`src/rtl/ntc_ram.sv`:
```
// Generic single-clock RAM with one write port and one registered read port.
`default_nettype none

module ntc_ram #(
  parameter int WIDTH = 32,
  parameter int DEPTH = 64
) (
  input  logic                     clk,
  input  logic                     we,
  input  logic [$clog2(DEPTH)-1:0] waddr,
  input  logic [WIDTH-1:0]         wdata,
  input  logic [$clog2(DEPTH)-1:0] raddr,
  output logic [WIDTH-1:0]         rdata
);

  logic [WIDTH-1:0] mem [DEPTH];

  always_ff @(posedge clk) begin
    if (we) begin
      mem[waddr] <= wdata;
    end
    rdata <= mem[raddr];
  end

endmodule

`default_nettype wire

```
`config.mk`:
```
export PLATFORM = sky130hd
export DESIGN_NAME = ntc_ram
export DESIGN_NICKNAME = d
export VERILOG_FILES = /design/src/rtl/ntc_ram.sv
export SDC_FILE = /design/constraint.sdc
export NUM_CORES = 2
export LEC_CHECK = 0
export ABC_CLOCK_PERIOD_IN_PS = 4190
export BUFFER_PORTS_ARGS = -buffer_cell sky130_fd_sc_hd__buf_4
export CORE_ASPECT_RATIO = 1.2
export CORE_MARGIN = 5
export CORE_UTILIZATION = 45
export CTS_CLUSTER_DIAMETER = 40
export DETAILED_ROUTE_END_ITERATION = 10
export PLACE_DENSITY = 0.68
export SLEW_MARGIN = 20
export SYNTH_ARGS = -nofsm -noshare
export SYNTH_HDL_FRONTEND = slang
export SYNTH_SLANG_ARGS = --single-unit
```
`constraint.sdc`:
```
create_clock -name clk -period 4.19 [get_ports clk]
set_clock_uncertainty 0.1 [all_clocks]
set_input_delay 1.257 -clock clk [delete_from_list [all_inputs] [get_ports clk]]
set_output_delay 1.257 -clock clk [all_outputs]
set_load 0.01 [all_outputs]
```
==> metrics.yaml <==
yosys:
  postSynthCellCount: 3324
  syn_area_mm2: 0.0785
  syn_avg_cell_area_um2: 23.6
  yosysSeqAreaShare_pct: 79.1
  syn-num-nets: 3370
  synth.ff_latch_count: 2080
  synth_cell_type_count: 34
  ys_warn_count: 0
clock_tree:
  cts.htree.levels: 4
  cts_resized: 0
  cts_setup_buffers: 0
  ctsLongestPathBuffers: 3
  clk_pin_slew_ns: 0.06
  cts_hold_buf: 0
  cts.sinks: 2080
  root_buffer: "clkbuf_16"
  insertion_delay_ns: 0.84
  cts_tree: "built"
  cts_buffers: 209
global_routing:
  grt_pass1_wl_mm: 281
  grt_max_degree: 65
  antenna_found_initial: 14
  grt-ovfl-total: 0
  grtUsageTotal_pct: 21.7
  grt_pass1_vias: 38300
floorplanning:
  core_mm2: 0.174
  num_io_pins: 78
  row_count: 168
  die_h_um: 468
  die_area_mm2: 0.183
  start_util_pct: 45.1
  die_x_um: 391
run_status:
  outcome: "completed"
detailed_routing:
  routed_wl_mm: 196
  wire_per_inst_um: 31.9
  drtIter0Drc: 4222
  postRouteAntennaNets: 0
  drc_errors: 0
  dr.pass1.iters: 5
  vias: 37400
  routed_via_density: 6.09
worst_setup_path:
  r2r_end: "rdata[12]$_DFF_P_"
  cp-end-kind: "flip-flop"
  arrival_ns: 3.90
  crit_path_start_kind: "input pin"
  critPathMaxFanout: 23
  cp.required_ns: 4.77
  critPathKind: "in2reg"
  reg2reg_depth: 5
  r2r_slack_ns: 1.90
  r2r-start: "mem[7][12]$_DFFE_PP_"
finish:
  layout-drive-gt1-share_pct: 32.4
  fillers: 13100
  nets: 3704
  area_growth_syn_to_layout_pct: 16.1
  seq_area_mm2: 0.0621
  final_area_mm2: 0.0912
  multiInputGateArea_mm2: 0.0160
sta:
  hold_slack_ns: 0.663
  rsz0062_at_grt: "false"
  fmax_ghz: 0.301
  setup_viol: 0
  drv_slew: 0
  min_period_over_period_pct: 79.2
  worstMarginPinSlew_ns: 0.933
  relSlewSlack_pct: 37.8
  hold_viol: 0
  fin_crit_ns: 3.32
power_and_ir_drop:
  p_leak_nw: 28.5
  power_density_mw_per_mm2: 479
  total_power_mw: 43.7
  peakVddDrop_mv: 0.439
placed_design:
  portBuffers: 77
  globalplace.congestion: 0.787
  dp_hpwl_mm: 110
  place_area_mm2: 0.0843
hold_path:
  min_path_cells: 4
  min_from: "mem[28][8]$_DFFE_PP_"
  hold_end: "rdata[8]$_DFF_P_"
  worstHoldPathType: "reg2reg"
job:
  maxCapViolCount: 0
-- Yosys cell counts --
cell / count / share of area [%]
a21oi_1: 62 / 0.40
a22oi_1: 12 / 0.11
a311oi_1: 8 / 0.089
a31oi_1: 1 / 0.0080
a41o_1: 4 / 0.051
and2_1: 2 / 0.016
and3_1: 4 / 0.032
buf_1: 21 / 0.10
buf_2: 57 / 0.36
buf_4: 25 / 0.24
buf_6: 5 / 0.072
clkbuf_1: 74 / 0.35
dfxtp_1: 32 / 0.82
edfxtp_1: 2048 / 78
mux2i_1: 93 / 1.2
mux4_2: 544 / 16
nand2_1: 26 / 0.12
nand2b_1: 8 / 0.064
nand3_1: 5 / 0.032
nand3b_1: 5 / 0.048
nand4_1: 2 / 0.016
nand4b_1: 1 / 0.011
nor2_1: 137 / 0.65
nor2b_1: 15 / 0.12
nor3_1: 7 / 0.045
o221ai_1: 27 / 0.30
o22ai_1: 84 / 0.67
o32ai_1: 4 / 0.045
or2_0: 1 / 0.0080
or2_1: 1 / 0.0080
or2_2: 1 / 0.0080
or3_1: 3 / 0.024
or3b_1: 2 / 0.022
or3b_2: 3 / 0.033
-- how the worst max path moves through the flow --
stage / startpoint / end / slack (ns) / cells after the start
finish: raddr[0] / rdata[12]$_DFF_P_ / 0.87 / 9
global placement: raddr[0] / rdata[2]$_DFF_P_ / -0.0008 / 7
detailed placement: raddr[0] / rdata[2]$_DFF_P_ / -0.01 / 7
CTS: raddr[0] / rdata[12]$_DFF_P_ / 0.86 / 9
floorplan: waddr[5] / mem[39][0]$_DFFE_PP_ / 0.18 / 4
global route: raddr[0] / rdata[12]$_DFF_P_ / 0.77 / 9
-- through the flow --
step                      setup WS [ns]    TNS, ns  util, %  std cells
after floorplan                   0.181          0        -       3324
after global placement        -0.000817  -0.000817     48.5       5742
after detailed placement        -0.0100    -0.0100     48.5       5742
after CTS                         0.857          0     52.4       6137
after global routing              0.774          0     52.4       6138
final                             0.873          0     52.4       6145
-- worst max-delay path: stages --
cell	delay (ns)
buf_8	0.35
buf_12	0.25
buf_12	0.20
buf_12	0.20
mux4_2	0.51
o22ai_1	0.23
nor2_1	0.07
a21oi_1	0.68
nor2_1	0.09
-- cell usage in the layout (no fill, tap or decap), types with 3 or more instances in the layout --
master | Yosys | layout
edfxtp_1 | 2048 | 2048
mux4_2 | 544 | 544
buf_4 | 25 | 219
clkbuf_16 | 0 | 212
mux2i_1 | 93 | 93
o22ai_1 | 84 | 84
buf_12 | 0 | 82
nor2_1 | 137 | 75
a21oi_1 | 62 | 62
nor2_4 | 0 | 62
clkbuf_1 | 74 | 37
clkinv_1 | 0 | 32
dfxtp_1 | 32 | 32
clkinv_2 | 0 | 31
o221ai_1 | 27 | 27
nand2_1 | 26 | 26
clkinvlp_4 | 0 | 24
nor2b_1 | 15 | 15
bufinv_16 | 0 | 14
inv_6 | 0 | 13
a22oi_1 | 12 | 12
clkinv_4 | 0 | 11
diode_2 | 0 | 8
a311oi_1 | 8 | 8
nand2b_1 | 8 | 7
inv_8 | 0 | 7
clkbuf_8 | 0 | 7
clkinv_8 | 0 | 6
nand3b_1 | 5 | 5
nor3_1 | 7 | 5
nand3_1 | 5 | 5
and3_1 | 4 | 4
a41o_1 | 4 | 4
o32ai_1 | 4 | 4
or3b_2 | 3 | 3
or3_1 | 3 | 3
buf_8 | 0 | 3
-- state kept, by name (all words and copies together), names as in the netlist --
| signal | cells |
|---|---|
| mem | 2048 |
| rdata | 32 |
-- routing by layer --
| layer | GRT usage [%] | up-vias | wire, um |
|---|---|---|---|
| li1 | - | 15000 | - |
| met1 | 28.9 | 20000 | 73000 |
| met2 | 34.6 | 1991 | 95400 |
| met3 | 5.46 | 388 | 19300 |
| met4 | 8.59 | 6 | 8630 |
| met5 | 0 | - | 30 |
-- final cells by class --
class	instances	share of cell area (%)
timing repair buffer	305	3.67
tap	2295	3.15
clock inverter	139	1.41
sequential	2080	68.2
clock buffer	256	6.08
antenna	8	0.0220
multi-input combinational	1062	17.5
-- where the power goes --
part	internal (mW)	switching [mW]	total, mW	leakage (nW)
Clock	10.4	7.99	18.4	3.28
Sequential	23.0	0.105	23.1	18.7
Combinational	0.889	1.31	2.20	6.48
-- kinds of logic after synthesis --
| family | count (synthesis) | share of synthesized area, % |
|---|---|---|
| mux | 637 | 16.8 |
| simple gates | 223 | 1.27 |
| buf+inv | 182 | 1.13 |
| compound gates | 202 | 1.67 |
| flops | 2080 | 79.1 |
Power figures use the tool's default switching activity.
