==> config.mk <==
export PLATFORM = sky130hd
export DESIGN_NAME = ntc_divider
export DESIGN_NICKNAME = d
export VERILOG_FILES = /design/src/rtl/ntc_pkg.sv /design/src/rtl/ntc_divider.sv
export SDC_FILE = /design/constraint.sdc
export NUM_CORES = 1
export LEC_CHECK = 0
export BUFFER_PORTS_ARGS = -buffer_cell sky130_fd_sc_hd__buf_4
export CORE_MARGIN = 2
export CORE_UTILIZATION = 29
export DETAILED_ROUTE_END_ITERATION = 8
export GPL_ROUTABILITY_DRIVEN = 0
export SLEW_MARGIN = 40
export SYNTH_ARGS = -nofsm -noshare
export SYNTH_HDL_FRONTEND = slang
export SYNTH_SLANG_ARGS = --single-unit
==> constraint.sdc <==
create_clock -name clk -period 3.7 [get_ports clk]
set_input_delay 0.185 -clock clk [delete_from_list [all_inputs] [get_ports clk]]
set_output_delay 0.185 -clock clk [all_outputs]
set_load 0.01 [all_outputs]
==> src/rtl/ntc_pkg.sv <==
// Shared constants, types and codes for the NTC table interpolator.
`default_nettype none

package ntc_pkg;

  localparam int MAX_ENTRIES = 64;
  localparam int ADDR_W      = $clog2(MAX_ENTRIES);
  localparam int N_W         = $clog2(MAX_ENTRIES + 1);
  localparam int COUNT_W     = 7;
  localparam int INDEX_W     = 6;
  localparam int CODE_W      = 16;
  localparam int TEMP_W      = 16;
  localparam int WORD_W      = CODE_W + TEMP_W;
  localparam int RES_W       = 24;
  localparam int FRAC_W      = 8;
  localparam int PROD1_W     = TEMP_W + CODE_W + 1;
  localparam int PROD2_W     = TEMP_W + CODE_W + 2;
  localparam int SUM_W       = PROD2_W + 1;
  localparam int MAG_W       = PROD2_W + FRAC_W;
  localparam int DIV_CNT_W   = $clog2(MAG_W + 1);

  localparam logic FUNC_WRITE  = 1'b0;
  localparam logic FUNC_LOOKUP = 1'b1;

  typedef enum logic [3:0] {
    ST_IDLE,
    ST_FIRST,
    ST_LAST,
    ST_SCAN,
    ST_MUL1,
    ST_MUL2,
    ST_SUM,
    ST_DIV,
    ST_WAIT,
    ST_FIX,
    ST_DONE
  } state_t;

  typedef struct packed {
    logic done;
    logic rem_nz;
  } div_status_t;

endpackage

`default_nettype wire

==> src/rtl/ntc_divider.sv <==
// Restoring divider, one quotient bit per cycle, with remainder-nonzero flag.
`default_nettype none

module ntc_divider (
  input  logic                       clk,
  input  logic                       rst,
  input  logic                       start,
  input  logic [ntc_pkg::MAG_W-1:0]  dividend,
  input  logic [ntc_pkg::CODE_W-1:0] divisor,
  output logic [ntc_pkg::MAG_W-1:0]  quotient,
  output ntc_pkg::div_status_t       status
);
  import ntc_pkg::*;

  logic                 busy;
  logic                 done;
  logic [DIV_CNT_W-1:0] cnt;
  logic [MAG_W-1:0]     dvd;
  logic [CODE_W-1:0]    rem;
  logic [CODE_W:0]      rem_sh;
  logic [CODE_W:0]      rem_sub;
  logic                 fits;

  assign rem_sh  = {rem, dvd[MAG_W-1]};
  assign fits    = rem_sh >= {1'b0, divisor};
  assign rem_sub = rem_sh - {1'b0, divisor};

  always_ff @(posedge clk) begin
    if (rst) begin
      busy <= 1'b0;
      done <= 1'b0;
    end else begin
      done <= 1'b0;
      if (start) begin
        busy <= 1'b1;
        cnt  <= DIV_CNT_W'(MAG_W);
        dvd  <= dividend;
        rem  <= '0;
      end else if (busy) begin
        dvd <= {dvd[MAG_W-2:0], fits};
        rem <= fits ? rem_sub[CODE_W-1:0] : rem_sh[CODE_W-1:0];
        cnt <= cnt - DIV_CNT_W'(1);
        if (cnt == DIV_CNT_W'(1)) begin
          busy <= 1'b0;
          done <= 1'b1;
        end
      end
    end
  end

  assign quotient      = dvd;
  assign status.done   = done;
  assign status.rem_nz = rem != '0;

endmodule

`default_nettype wire

==> impl_results.md, run 1 <==
* Status: complete, no violations
* Cell variety after synth at 50
* Placed cell areas at 4770 um^2
* Area of the mapped netlist at 3810 um^2
* Number of synthesized register bits at 66
* Post-route minimum period at 2.86 ns
* Number of gates resized after cts at 0
* Synthesized Nets at 397
* R2r setup slk at 0.84 ns
* CTS Buffer Depth at 2
* DRT Pass-1 Iters at 8
* Clock share of power at 36.8%
* Gr ovfl total at 0
* Endpoints failing hold at 0
* Sequential cell area fraction in the yosys report at 51.5%
* PortBufs at 104
* Clock root buffer master: clkbuf_16
* Cts bufs inserted at 9
* Synth top area cells: edfxtp_1 50%, mux2_2 12%, ha_1 5.9%, nor2_1 3.0%, mux2i_1 2.9%
* EDFF count, synth at 64
* First-pass GRT wire length at 14800 um
* Comb power frac at 22.3%
* Slew @ Worst Pin at 0.787 ns
* F_max at 0.349 GHz
* DRC errors left at 0
* Sequential Power Share at 40.9%
* Area grow syn2layout at 32.9%
* Final worst path period share at 77.4%
* LEAKAGE at 0.00205 uW
* H-tree depth at 3
* Initial Util at 29.9%
* Final instance area at 5060 um^2
* Initial antenna violation count at 0
* Ys flop type: edfxtp_1
* Cell-internal power at 1670 uW
* Number of warnings issued by yosys at 0
* Top cells by count, synth: 64 x edfxtp_1, 41 x mux2_2, 30 x nor2_1
* Maximum vdd drop at 0.000198 V
* Area share of the largest cell type after synthesis at 50.5%
* Rel. slew slack at 47.6%
* CORE AREA at 12700 um^2
* Syn Inst Count at 317
* Total via count in the routed design at 2824
* Final core occ at 39.8%
* Setup TNS at 0 ns
* Switching Fraction at 27.3%
* Routed vias/inst at 4.74
* Diode count at 0
* Final setup fails at 0
* DIE AREA at 14100 um^2
* Post-synth ARST share at 0%
* Share of cells above drive strength 1 at 39.4%
* Syn avg cell area at 12.0 um^2
* Worst setup SP type: register
* Gr usage total at 13.4%
* Crit path kind: reg2reg
* Required @ worst endpoint at 3.88 ns
* PD cells at 455 nW/um^2
* Row count at 41
* Min-delay worst type: in2reg
* Detail Route Antenna Nets at 0
* Largest net degree at the start of global routing at 69
* Setup Fix Bufs, Post-CTS at 0
* # hold bufs at CTS at 0
* Vias in the first global route at 2925
* Clock transition at path regs at 0.06 ns
* Tot Pwr at 2300 uW
* Die Y-Extent at 119 um
* RSZ-0062 raised after global routing: false
* Synth area leader: edfxtp_1
* CTS tree: built
* Nets at 499
* Setup skew after layout at 0.00425 ns
* Clock tree sinks at 66
* Die W at 119 um
* IO Pins at 105
* CP endpoint kind: register
* Top-count cell post-synth: edfxtp_1
* Slew Limit Fails at 0
* DP HPWL at 6480 um
* WP data arrival at 3.04 ns
* Final wirelength at 9000 um
* Crit-path max FO at 16
* Sw Pwr at 627 uW
* 1st-iter DRT viols at 139
* DR WL/cell at 15.1 um
* Worst-Skew Late Latency at 0.33 ns
* Fillcell total at 1292
* Max cap viols at 0
power groups by stage:
stage	combinational [uW]	clock (uW)	sequential [uW]
2_1_floorplan	339	0	958
3_3_place_gp	512	0	954
3_5_place_dp	519	0	955
4_1_cts	519	874	941
5_1_grt	570	903	948
6_report	514	847	940
layout by cell type (no fill, tap or decap), drive strengths merged, types with 11 or more instances in the layout:
master,n
a21oi,14
clkbuf,11
mux2,41
buf,105
edfxtp,64
inv,22
xnor2,11
mux2i,11
ha,18
nand2,11
nor2,30
per-layer routing:
layer  GRT usage [%]  up-vias  wire [um]
met4            6.47        0        173
met2            20.9      106       4200
met5               0        -          0
met3            5.45       12        867
li1                -     1379          -
met1            16.0     1327       3750
per-stage QoR:
stage / std cells / hold WS (ns) / worst slack [ns]
3_5_place_dp: 580 / 0.398 / 0.853
6_report: 596 / 0.0475 / 0.837
2_1_floorplan: 317 / 0.263 / 0.901
3_3_place_gp: 580 / 0.389 / 0.908
5_1_grt: 596 / 0.0492 / 0.689
4_1_cts: 596 / 0.0329 / 0.831
area by class of cell:
cell class	instances	area [um^2]	area share [%]
flip-flops and latches	66	1960	38.8
multi-input cells	215	1710	33.8
repair buffers	105	801	15.8
clock buffers	11	233	4.60
well taps	172	215	4.25
inverters	22	82.6	1.63
clock inverters	5	55.1	1.09
logic make-up (layout without fill, tap and decap cells):
kind of cell	Yosys count	after routing	share of synthesized area, %
xor+xnor	16	16	3.68
simple gates	86	86	11.9
flops	66	66	51.5
mux	52	52	15.0
fa+ha+maj	19	19	6.44
compound gates	42	42	7.73
buf+inv	36	143	3.68
worst paths after layout:
check | start | end | cells past startpoint
max reg2reg | rem[9] | rem[15] | 7
min reg2reg | busy | done | 1
min | rst | busy | 2
max | rem[9] | rem[15] | 7
state kept, by name (all words and copies together) (netlist names):
signal    count
rem          16
quotient     42
done          1
busy          1
cnt           6
worst max-delay path, stage by stage (launching register included):
cell and delay [ns]:
edfxtp_1 0.43, ha_1 0.42, nand4_2 0.19, or4_4 0.58
o211ai_4 0.29, nand2_4 0.23, or3_1 0.42, a21oi_1 0.14
Note: power is estimated with default switching activity, not from simulation.
==> inputs of run 2 (changes only) <==
==> constraint.sdc (replaced) <==
create_clock -name clk -period 3 [get_ports clk]
set_input_delay 0.15 -clock clk [delete_from_list [all_inputs] [get_ports clk]]
set_output_delay 0.15 -clock clk [all_outputs]
set_load 0.01 [all_outputs]
==> run 2 against run 1 <==
Global-route usage rose by 0.16 points; final area rose by 0.67%; power rose by 22%; clock power rose by 17%; sequential power rose by 23%; worst hold slack got worse by 0.027 ns; highest routed layer unchanged.
==> impl_results.md, run 2 (synthesis gave the netlist of run 1 again) <==
* Final wirelength at 9230 um
* DP HPWL at 6750 um
* PortBufs at 104
* Maximum vdd drop at 0.000262 V
* Gr usage total at 13.5%
* Most common cell after layout, fill and taps aside: buf_4
* IO Pins at 105
* Clock tree sinks at 66
* Cell-internal power at 2000 uW
* PD cells at 551 nW/um^2
* Slew Limit Fails at 0
* Sequential Power Share at 41.3%
* Final setup fails at 0
* CORE AREA at 12700 um^2
* Placed cell areas at 4800 um^2
* Most frequent cells in the layout: 110 x buf_4, 64 x edfxtp_1, 41 x mux2_2
* Number of gates resized after cts at 0
* Post-route insts no fill at 601
* Endpoints failing hold at 0
* CTS Buffer Depth at 2
* Worst R2R Start: rem[10]
* R2r setup slk at 0.17 ns
* Worst-Skew Late Latency at 0.33 ns
* Comb power frac at 23.5%
* Worst path max stage delay at 0.59 ns
* Cts bufs inserted at 9
* Worst Hold End: busy
* WP data arrival at 3.01 ns
* Share of cells above drive strength 1 at 41.0%
* Dpl cells at 585
* First-pass GRT wire length at 15100 um
* DRT Pass-1 Iters at 4
* Worst setup SP type: register
* CTS tree: built
* RSZ-0062 raised after global routing: false
* Setup skew after layout at 0.00743 ns
* Initial antenna violation count at 0
* Area of the multi-input gates at 1730 um^2
* Die W at 119 um
* DRC errors left at 0
* Sw Pwr at 806 uW
* Setup TNS at 0 ns
* Fillcell total at 1272
* CP endpoint kind: register
* Initial Util at 29.9%
* Rel. slew slack at 63.2%
* Switching Fraction at 28.7%
* Clock transition at path regs at 0.06 ns
* Min-delay worst type: in2reg
* Critical path cell sequence: ha_1 > nand4_2 > or4_4 > o211ai_4 > nand2_8 > or3_1 > a21oi_1
* Total via count in the routed design at 2874
* Area grow syn2layout at 33.8%
* Diode count at 0
* Vias in the first global route at 3005
* H-tree depth at 3
* Tot Pwr at 2810 uW
* Delay-heaviest family, CP: simple AND/OR/NAND/NOR gates
* DIE AREA at 14100 um^2
* F_max at 0.354 GHz
* Routed vias/inst at 4.78
* Reg2Reg Depth at 7
* Hold depth at 2
* Setup Fix Bufs, Post-CTS at 0
* Nets at 504
* Required @ worst endpoint at 3.18 ns
* LEAKAGE at 0.00207 uW
* Die Y-Extent at 119 um
* Gr ovfl total at 0
* Status: complete, no violations
* Final worst path period share at 94.2%
* Hold path startpoint: rst
* Detail Route Antenna Nets at 0
* Max FFs per register at 42
* Worst r2r dst: rem[15]
* Slew @ Worst Pin at 0.552 ns
* Clock share of power at 35.2%
* Largest net degree at the start of global routing at 43
* Buf/Inv on CP at 0
* CP max-delay cell: or4_4
* DR WL/cell at 15.4 um
* Reg area at 1960 um^2
* Crit path kind: reg2reg
* # hold bufs at CTS at 0
* 1st-iter DRT viols at 84
* Crit-path max FO at 16
* Post-route minimum period at 2.83 ns
* Final instance area at 5090 um^2
* Max cap viols at 0
* Clock root buffer master: clkbuf_16
* Row count at 41
run 2: stage by stage:
step / setup WS [ns] / hold WS [ns] / util [%]
after floorplan: 0.236 / 0.228 / -
final: 0.174 / 0.0208 / 40.0
after CTS: 0.135 / 0.0123 / 39.9
after global routing: 0.0174 / 0.0136 / 40.0
after global placement: 0.197 / 0.358 / 37.7
after detailed placement: 0.148 / 0.365 / 37.7
run 2: cell type report:
class,instances,share of cell area (%)
inverter,22,1.62
sequential,66,38.5
clock inverter,7,1.06
timing repair buffer,110,16.2
multi-input combinational,215,33.9
clock buffer,9,4.42
tap,172,4.22
run 2: power by group through the flow:
stage | registers [uW] | clock network (uW) | logic (uW)
final | 1160 | 987 | 660
after global routing | 1170 | 1060 | 735
after CTS | 1160 | 1020 | 654
after detailed placement | 1180 | 0 | 652
after global placement | 1180 | 0 | 643
after floorplan | 1180 | 0 | 418
run 2: how the worst max path moves through the flow:
stage,start,endpoint,cells past startpoint
3_3_place_gp,rem[11],rem[15],7
2_1_floorplan,start,cnt[0],4
3_5_place_dp,rem[9],rem[12],7
6_report,rem[10],rem[15],7
5_1_grt,rem[11],rem[15],7
4_1_cts,rem[9],rem[15],7
run 2: layer usage:
metal,vias up,track usage (%),part of all wire [%]
li1,1399,-,-
met1,1349,16.7,44
met2,110,20.3,44
met3,16,6.18,9.7
met4,0,5.80,2.5
met5,-,0,0
